`src/hdl/prt_pkg.sv`:
```
// ----------------------------------------------------------------------------
// prt_pkg
// Types, codes and helpers shared by the pending request table modules.
// ----------------------------------------------------------------------------
`default_nettype none

package prt_pkg;

   localparam int SLOTS  = 32;
   localparam int SLOT_W = (SLOTS > 1) ? $clog2(SLOTS) : 1;
   localparam int REQ_W  = 192;
   localparam int RSP_W  = 112;

   typedef logic [SLOT_W-1:0] slot_type;
   typedef logic [SLOTS-1:0]  vec_type;

   // action codes
   localparam logic [1:0] ACT_INSERT = 2'd0;
   localparam logic [1:0] ACT_LOOKUP = 2'd1;
   localparam logic [1:0] ACT_REMOVE = 2'd2;

   // status codes
   localparam logic [1:0] ST_OK   = 2'd0;
   localparam logic [1:0] ST_FULL = 2'd1;
   localparam logic [1:0] ST_MISS = 2'd2;

   // request item, last field in the low bits
   typedef struct packed {
      logic [4:0]  pad;
      logic [31:0] now_ms;
      logic [30:0] life_ms;
      logic [15:0] client_tag;
      logic [31:0] conn_serial;
      logic [19:0] conn_handle;
      logic [21:0] worker_key;
      logic [31:0] stream_key;
      logic [1:0]  action;
   } req_type;

   // result item, last field in the low bits
   typedef struct packed {
      logic [4:0]  pad;
      logic [31:0] found_expiry;
      logic [15:0] found_client_tag;
      logic [31:0] found_conn_serial;
      logic [19:0] found_conn_handle;
      logic [4:0]  slot_index;
      logic [1:0]  status;
   } rsp_type;

   // stored connection record, read back on a lookup hit
   typedef struct packed {
      logic [31:0] expiry;
      logic [15:0] client;
      logic [31:0] serial;
      logic [19:0] handle;
   } rec_type;

   // controller -> datapath
   typedef struct packed {
      logic load_req;
      logic eval;
      logic commit;
      logic load_out;
   } cmd_type;

   // datapath -> controller
   typedef struct packed {
      logic out_free;
   } sts_type;

   // lowest set bit: {found, index}
   function automatic logic [SLOT_W:0] first_set(input vec_type vec);
      logic [SLOT_W:0] res;
      res = '0;
      for (int i = SLOTS - 1; i >= 0; i--) begin
         if (vec[i]) begin
            res = {1'b1, SLOT_W'(i)};
         end
      end
      return res;
   endfunction

endpackage

`default_nettype wire

```
`src/hdl/prt_ctrl.sv`:
```
// ----------------------------------------------------------------------------
// prt_ctrl
// Sequencer: accept, evaluate, commit, reply.
// ----------------------------------------------------------------------------
`default_nettype none

module prt_ctrl (
   input  wire logic             clock,
   input  wire logic             reset,
   input  wire logic             req_tvalid,
   output logic                  req_tready,
   input  wire prt_pkg::sts_type sts,
   output prt_pkg::cmd_type      cmd
);
   import prt_pkg::*;

   typedef enum logic [3:0] {
      S_IDLE   = 4'b0001,
      S_EVAL   = 4'b0010,
      S_COMMIT = 4'b0100,
      S_REPLY  = 4'b1000
   } state_type;

   state_type state_ff, state_in;

   always_comb begin
      state_in     = state_ff;
      req_tready   = 1'b0;
      cmd          = '0;
      case (state_ff)
         S_IDLE: begin
            req_tready   = 1'b1;
            cmd.load_req = req_tvalid;
            if (req_tvalid) state_in = S_EVAL;
         end
         S_EVAL: begin
            cmd.eval = 1'b1;
            state_in = S_COMMIT;
         end
         S_COMMIT: begin
            cmd.commit = 1'b1;
            state_in   = S_REPLY;
         end
         S_REPLY: begin
            // hold until the output register can take the result
            if (sts.out_free) begin
               cmd.load_out = 1'b1;
               state_in     = S_IDLE;
            end
         end
         default: begin
            state_in = S_IDLE;
         end
      endcase
   end

   always_ff @(posedge clock) begin
      if (reset) state_ff <= S_IDLE;
      else       state_ff <= state_in;
   end

endmodule

`default_nettype wire

```
`config.mk`:
```
export PLATFORM = sky130hd
export DESIGN_NAME = prt_ctrl
export DESIGN_NICKNAME = d
export VERILOG_FILES = /design/src/hdl/prt_pkg.sv /design/src/hdl/prt_ctrl.sv
export SDC_FILE = /design/constraint.sdc
export NUM_CORES = 1
export LEC_CHECK = 0
export ABC_CLOCK_PERIOD_IN_PS = 1150
export BUFFER_PORTS_ARGS = -buffer_cell sky130_fd_sc_hd__buf_2
export CORE_AREA = 5 5 42 44
export CTS_CLUSTER_SIZE = 40
export DETAILED_ROUTE_END_ITERATION = 8
export DIE_AREA = 0 0 47 49
export GPL_ROUTABILITY_DRIVEN = 0
export MAX_ROUTING_LAYER = met4
export PLACE_DENSITY = 0.42
export SLEW_MARGIN = 10
export SYNTH_ARGS = -nofsm -noshare
export SYNTH_HDL_FRONTEND = slang
export SYNTH_SLANG_ARGS = --single-unit
```
`constraint.sdc`:
```
create_clock -name clock -period 1.15 [get_ports clock]
set_input_delay 0.0575 -clock clock [delete_from_list [all_inputs] [get_ports clock]]
set_output_delay 0.0575 -clock clock [all_outputs]
set_load 0.02 [all_outputs]
```
Word-level counts from Yosys, hierarchy flattened

Index checks and enable logic that the tools add are counted.

Equal/unequal tests: 6
Multiplexer cells: 9
Reduce and logical (&&, ||, !) cells: 1

Operators by type and width:

| operator             | count |
|---|---|
| $pmux W4 S4          | 1 |
| $mux W4              | 2 |
| $mux W1              | 6 |
| $eq A4 B1 Y1 const B | 1 |
| $eq A4 B2 Y1 const B | 1 |
| $eq A4 B3 Y1 const B | 1 |
| $eq A4 B4 Y1 const B | 1 |
| $ne A2 B2 Y1 const B | 2 |
| $reduce_and A2 Y1    | 1 |

Register bits: 4
Logic and storage cells: 17
Bits of input ports: 4
Output and inout bits: 5

Logic depth before layout (Yosys ltp)

Gate-level depths: netlist of run 1.

Word-level depth: 3
Depth in mapped cells: 3
Mapped depth without buffers: 3

Least setup slack after synthesis of run 1

Ideal clock, no wire load.

Path type: register -> register
Start: register state_ff[2]
End: register state_ff[1]
Clock period less this slack: 1,462 ps
Stages on the path, launching flop included: 4
Data arrival time: 1,397 ps
Setup slack: -312 ps
Required time: 1,085 ps
Setup time: 65 ps
Path buffers: 0
Cells stage by stage: dfxtp_1 > nor4b_2 > and2_1 > nor2b_1

Cells in the longest elaborated chain, start to end: 3
Elaborated cells between the ends (all ways): 8
Those cells by class: eq/ne (6); mux (1); reduce/logical (1)

Ends and longest elaborated chain:

| what                                         | line           | text |
|---|---|---|
| start, declared                              | prt_ctrl.sv:24 | `state_type state_ff, state_in;` |
| start signal, assigned                       | prt_ctrl.sv:59 | `else state_ff <= state_in;` |
| $eq A4 B4 Y1 or $eq A4 B1 Y1 (tied branches) | prt_ctrl.sv:30 | `case (state_ff)` |
| $ne A2 B2 Y1 (no source line)                | -              |  |
| $reduce_and A2 Y1 (no source line)           | -              |  |

Several ways; a longest one is shown, not always the timed one.
A chain may end at the register's enable or synchronous reset.

==> summary.md, run 1 <==
| Metric | Value |
|---|---|
| GRT overflow | 0 |
| Global-route wire length before repair | 1.297 mm |
| Number of global-route vias before repair | 274 |
| Synth-to-layout area growth | 105.4% |
| Critical path data required time | 1.09 ns |
| Cell variety after synth | 16 |
| Register share of total power | 29.6% |
| Via density | 4.305 |
| Routed wire length | 738 um |
| Psw | 0.1939 mW |
| Top Registers | state_ff (4) |
| Slew Viols, Final | 0 |
| Combinational share of power | 41.1% |
| Largest Register | state_ff |
| Number of antenna violations at the first check in global routing | 0 |
| Initial DRC count | 0 |
| Final ANT Viol Nets | 0 |
| Clk root buf | clkbuf_4 |
| Final #Nets | 49 |
| DP HPWL | 511.5 um |
| Critical path class | flop to output pin |
| Clk_skew | 0.007501 ns |
| Ys Warns | 0 |
| Net Count, Synth | 28 |
| CTS tree | built |
| Pleak | 0.2196 nW |
| Max-Cap Viols | 0 |
| H-tree depth | 1 |
| # diodes | 0 |
| Std cell rows | 14 |
| Starting density of the core | 16.52% |
| Wire per inst | 12.51 um |
| Design area | 475.5 um2 |
| Setup-failing EPs final | 7 |
| Async SR Flop Fraction | 0% |
| Most frequent cell after synthesis | dfxtp_1 |
| Max FFs per register | 4 |
| Largest net degree at the start of global routing | 6 |
| Total GRT Usage | 8.730% |
| CP endpoint kind | output pin |
| Status | finished with violations |
| Slew headroom | 83.91% |
| Worst-path clk slew | 0.04 ns |
| Internal power | 0.4244 mW |
| Mapped cell area | 231.5 um2 |
| Die W | 47 um |
| Synth Instances | 24 |
| Endpoints failing hold | 0 |
| Crit share post-route | 111.9% |
| Layout cell share with drive strength beyond 1 | 76.74% |
| CTS Sinks | 4 |
| Max Fclk | 777.4 MHz |
| CTS buffer count | 3 |
| Synth area leaders | dfxtp_1 (35%), or3b_1 (7.6%), nor4b_2 (6.5%) |
| Sw frac | 31.36% |
| Tmin final | 1.286 ns |
| Routed vias | 254 |
| Number of synthesized flops with an enable pin | 0 |
| DP Area | 337.8 um2 |
| Clock share of power | 29.3% |
| Maximum VDD drop | 387.9 uV |
| Synthesized area per cell | 9.645 um2 |
| Core area | 1401 um2 |
| # DRC | 0 |
| Fin util | 33.93% |
| Clock buffer depth | 2 |
| Yosys top cell area share | 34.59% |
| Worst-margin pin slew | 0.2403 ns |
| Clk_lat worst skew | 0.24 ns |
| CP Data Arrival Time | 1.23 ns |
| Critical path peak fanout | 5 |
| Primary FF master, synth | dfxtp_1 |
| Yosys top cell by area | dfxtp_1 |
| Power Density | 1300 nW/um2 |
| Fin worst setup slack | -0.1363 ns |
| Seq cells post-synth | 4 |
| RSZ-0062 raised after global routing | true |
| Die height | 49 um |
| Setup crit start kind | flop |
| Pre-Repair DR Iteration Count | 1 |
| # fillers | 158 |
| # IOs | 9 |
| Failing checks | negative setup slack |
| Min Hold Slack | 0.1736 ns |
| HP Class | input port to flop |
| # port buffers | 8 |
| Sequential fraction of the synthesis area | 34.59% |
| Die footprint | 2303 um2 |
-- stage by stage --
step / power, mW / instances / setup slack [ns] / setup TNS, ns
after floorplan: 0.2951 / 24 / -0.07737 / -0.1381
after global placement: 0.3596 / 51 / -0.03269 / -0.03269
after detailed placement: 0.3598 / 51 / -0.06733 / -0.06733
after CTS: 0.5931 / 58 / -0.1373 / -0.6136
after global routing: 0.6584 / 59 / -0.1957 / -1.106
final: 0.6182 / 59 / -0.1363 / -0.5651
-- power by group through the flow --
| stage | combinational (mW) | sequential [mW] | clock, mW |
|---|---|---|---|
| CTS | 0.222 | 0.179 | 0.193 |
| floorplan | 0.110 | 0.186 | 0 |
| finish | 0.254 | 0.183 | 0.181 |
| global route | 0.272 | 0.186 | 0.200 |
| global placement | 0.179 | 0.180 | 0 |
| detailed placement | 0.179 | 0.181 | 0 |
-- layout by cell type, fill, tap and decap left out --
| cell | n |
|---|---|
| nor2b_4 | 1 |
| a21oi_4 | 1 |
| o31ai_1 | 1 |
| clkbuf_4 | 3 |
| or3b_1 | 2 |
| dlygate4sd3_1 | 1 |
| buf_2 | 4 |
| buf_4 | 7 |
| dfxtp_2 | 1 |
| inv_2 | 1 |
| nor3b_4 | 1 |
| o211a_1 | 1 |
| nor2b_1 | 1 |
| dfxtp_4 | 3 |
| buf_6 | 5 |
| nor4_4 | 1 |
| nand2b_1 | 1 |
| nor4b_4 | 1 |
| a21oi_1 | 1 |
| nor3_2 | 1 |
| nand3b_1 | 1 |
| inv_1 | 1 |
| a211oi_2 | 1 |
| and2_4 | 2 |
-- cells by family (layout without fill, tap and decap cells) --
family	count (synthesis)	count (layout)	share of synthesized area [%]
flip-flops	4	4	34.60
AND/OR/NAND/NOR	12	12	41.62
AO/OA/AOI/OAI	5	5	17.30
buffers and inverters	3	22	6.489
-- repair_timing --
action / in CTS / in global routing
hold endpoints to repair: 2 / 0
buffers inserted: 3 / 2
pin swaps: 4 / 5
hold buffers: 1 / 0
resized for setup: 9 / 13
setup endpoints to repair: 6 / 9
-- routing by layer --
layer,global-route usage [%],vias to the layer above,wire (um)
met5,-,-,0
met4,5.530,0,8
met3,5.904,2,31
met2,13.57,4,437
met1,7.237,122,260
li1,-,126,-
-- critical path, cell delays in order, from the launching register on --
cell and delay [ns]:
dfxtp_4 0.35, buf_6 0.13, nor3b_4 0.21, and2_4 0.18
buf_6 0.11
-- final timing paths --
kind                     from     endpoint  slack [ns]  depth (start not counted)
setup / recovery  state_ff[3]       cmd[1]       -0.14                          4
hold / removal     req_tvalid  state_ff[0]        0.17                          4
setup reg to reg  state_ff[2]  state_ff[0]       -0.06                          5
hold reg to reg   state_ff[1]  state_ff[3]        0.59                          2
-- final cells by class --
class | count | area, um2 | share of cell area, %
multi-input combinational | 17 | 193.9 | 40.79
timing repair buffer | 17 | 138.9 | 29.21
sequential | 4 | 92.59 | 19.47
clock buffer | 3 | 22.52 | 4.737
tap | 16 | 20.02 | 4.211
inverter | 2 | 7.507 | 1.579
Power figures use the tool's default switching activity.
==> run 2: changes to the inputs <==
Settings changed: ABC_AREA from default to 1.
==> summary.md, run 2 <==
| Metric | Value |
|---|---|
| Status | finished clean |
| Die height | 49 um (unchanged) |
| Critical path data required time | 1.09 ns (about the same) |
| Pre-Repair DR Iteration Count | 4 (+3) |
| Number of global-route vias before repair | 217 (-21%) |
| # fillers | 167 (+5.7%) |
| Psw | 0.1253 mW (-35%) |
| Maximum VDD drop | 272.4 uV (-30%) |
| Net Count, Synth | 44 (+57%) |
| Synth-to-layout area growth | 53.72% |
| Top Registers | state_ff (4) |
| DP HPWL | 392.8 um (-23%) |
| CP delay by family, top | flip-flops |
| Std cell rows | 14 (unchanged) |
| # port buffers | 8 (unchanged) |
| Primary FF master, synth | dfxtp_1 |
| Fraction of the mapped netlist area in simple logic gates | 40.96% (-0.66 points) |
| Cts hold-fix bufs | 0 (-1) |
| Worst-margin pin slew | 0.1294 ns (-0.1109 ns) |
| Adder-cell share of the synthesized area | 0% (unchanged) |
| Layout cell share with drive strength beyond 1 | 50.00% (-27 points) |
| Critical path class | flop to output pin |
| Clk_skew | 0.001072 ns (-0.006430 ns) |
| Register share of total power | 36.1% (+6.5 points) |
| Via density | 3.559 (-17%) |
| GRT overflow | 0 (unchanged) |
| Setup crit start kind | flop |
| CTS Sinks | 4 (unchanged) |
| Clock buffer depth | 2 (unchanged) |
| Tmin final | 1.109 ns (-0.1773 ns) |
| Final #Nets | 58 (+18%) |
| Sequential fraction of the synthesis area | 34.04% (-0.55 points) |
| Setup-failing EPs final | 0 (-7) |
| Post-synthesis xor/xnor area fraction | 0% (unchanged) |
| Initial DRC count | 5 (+5) |
| Worst-path clk slew | 0.03 ns (about the same) |
| TNS Setup | 0 ns (+0.5651 ns) |
| Register area | 87.58 um2 (-5.4%) |
| Total GRT Usage | 5.263% (-3.5 points) |
| Sw frac | 28.42% (-2.9 points) |
| WP buf/inv | 2 (unchanged) |
| Routed wire length | 512 um (-31%) |
| Synth area leaders | dfxtp_1 (34%), inv_1 (16%), nand2_1 (13%) |
| Fin worst setup slack | 0.04100 ns (+0.1773 ns) |
| Final ANT Viol Nets | 0 (unchanged) |
| # IOs | 9 (unchanged) |
| Crit share post-route | 96.43% (-15 points) |
| H-tree depth | 1 (unchanged) |
| # DRC | 0 (unchanged) |
| Most frequent cell after synthesis | inv_1 |
| Ys Warns | 0 (unchanged) |
| Slew headroom | 91.30% (+7.4 points) |
| Async SR Flop Fraction | 0% (unchanged) |
| Pleak | 0.2104 nW (-4.2%) |
| Place WS | 0.2169 ns (+0.2842 ns) |
| Die W | 47 um (unchanged) |
| Largest stage delay, worst path | 0.34 ns (about the same) |
| Wire per inst | 7.529 um (-40%) |
| CP max stage cell | dfxtp_2 |
| Largest Register | state_ff |
| Internal power | 0.3156 mW (-26%) |
| Placed Cells | 63 (+24%) |
| CTS tree | built |
| Leading cell type in the layout, fill and taps excluded | inv_1 |
| Mux cell area share after synthesis | 0% (unchanged) |
| Clock share of power | 37.5% (+8.2 points) |
| Starting density of the core | 16.79% (+0.27 points) |
| HP Class | input port to flop |
| Max-Cap Viols | 0 (unchanged) |
| Final Instance Count excl. Fillers | 68 (+15%) |
| Seq cells post-synth | 4 (unchanged) |
| Power Density | 1219 nW/um2 (-6.2%) |
| Yosys top cell area share | 34.04% (-0.55 points) |
| Combinational share of power | 26.4% (-15 points) |
| Largest family of logic cells by synthesized area | simple AND/OR/NAND/NOR gates |
| Mapped cell area | 235.2 um2 (+1.6%) |
| # diodes | 0 (unchanged) |
| RSZ-0062 raised after global routing | true |
| Clk_lat worst skew | 0.23 ns (about the same) |
| Clk root buf | clkbuf_4 |
| CP Data Arrival Time | 1.05 ns (-0.18 ns) |
| Die footprint | 2303 um2 (unchanged) |
| Global-route wire length before repair | 752 um (-42%) |
| Routed vias | 242 (-4.7%) |
| Largest net degree at the start of global routing | 5 (-1) |
| Critical path peak fanout | 3 (-2) |
| CP endpoint kind | output pin |
| Cell variety after synth | 12 (-4) |
| Number of antenna violations at the first check in global routing | 0 (unchanged) |
| Most frequent cells after synthesis | inv_1 (10), nand2_1 (8), nor2_1 (7) |
| Synth Area in Compound Gates | 2.128% (-15 points) |
| Endpoints failing hold | 0 (unchanged) |
| Crit-path cells | inv_2, nor2_4, nand2_2, nor2_2, buf_6 |
| Max Fclk | 901.7 MHz (+16%) |
| Slew Viols, Final | 0 (unchanged) |
| Synth Instances | 40 (+67%) |
| Most frequent cells in the layout | inv_1 (9), nand2_1 (8), nor2_1 (5), buf_4 (5), buf_2 (4) |
| Multi-input gate area | 116.4 um2 (-40%) |
| Yosys top cell by area | dfxtp_1 |
| Core area | 1401 um2 (unchanged) |
| Overall Power | 0.4409 mW (-29%) |
| Number of synthesized flops with an enable pin | 0 (unchanged) |
| Synthesized area per cell | 5.881 um2 (-39%) |
| Max FFs per register | 4 (unchanged) |
| CTS buffer count | 3 (unchanged) |
## run 2: changes by cell type in the layout (fill, tap and decap cells not counted), sizes merged, moves of 2 or more
| cell | delta |
|---|---|
| nor2b | -2 |
| or3b | -2 |
| nor2 | +10 |
| nand3 | +2 |
| buf | -6 |
| nand2 | +9 |
| inv | +9 |
| and2 | -2 |
## run 2: metrics by stage
stage | util [%] | area [um2] | hold slack, ns
final | 25.80 | 361.6 | 0.03857
after global routing | 25.80 | 361.6 | 0.01870
after CTS | 22.50 | 315.3 | 0.03082
after detailed placement | 20.54 | 287.8 | 0.2763
after global placement | 20.54 | 287.8 | 0.2774
after floorplan | - | 235.2 | 0.1266
## run 2: timing repair
action / 4_1_cts / 5_1_grt
setup endpoints to repair: 1 / 5
gates resized for setup: 2 / 13
buffers inserted: 0 / 2
pin swaps: 1 / 2
## run 2: final timing paths
check,start,end,slack [ns],cells past startpoint
worst max-delay path,state_ff[0],cmd[3],0.04,5
worst min-delay path,reset,state_ff[3],0.04,2
worst max register to register,state_ff[1],state_ff[0],0.15,7
worst min register to register,state_ff[1],state_ff[1],0.56,3
## run 2: power groups by stage
| stage | clock network (mW) | registers, mW | logic [mW] |
|---|---|---|---|
| after floorplan | 0 | 0.156 | 0.0665 |
| after global placement | 0 | 0.157 | 0.0928 |
| after detailed placement | 0 | 0.157 | 0.0926 |
| after CTS | 0.175 | 0.155 | 0.0978 |
| after global routing | 0.198 | 0.160 | 0.129 |
| final | 0.165 | 0.159 | 0.117 |
## run 2: cells by family (layout without fill, tap and decap cells)
kind of cell,Yosys count,after routing
and+or+nand+nor,22,22
buffers and inverters,13,25
DFF,4,4
AOI/OAI and AO/OA,1,1
## run 2: worst reg2reg max path, cell delays in order, from the launching register on
cell,delay (ns)
dfxtp_4,0.35
nor2_2,0.14
nand2_1,0.08
buf_4,0.14
nand2_1,0.05
nor2_1,0.04
nand2_1,0.05
nand2_1,0.04
## run 2: final cells by class
cell class / count / area share (%)
Clock buffer: 3 / 6.228
Inverter: 12 / 12.80
Multi-Input combinational cell: 23 / 32.18
Sequential cell: 4 / 24.22
Tap cell: 16 / 5.536
Timing Repair Buffer: 10 / 19.03
## run 2: layer usage
metal | vias up | track usage, % | part of all wire, %
met1 | 95 | 5.470 | 49
met5 | - | - | 0
met3 | 2 | 2.214 | 8.2
li1 | 135 | - | -
met2 | 10 | 5.430 | 40
met4 | 0 | 8.295 | 2.7
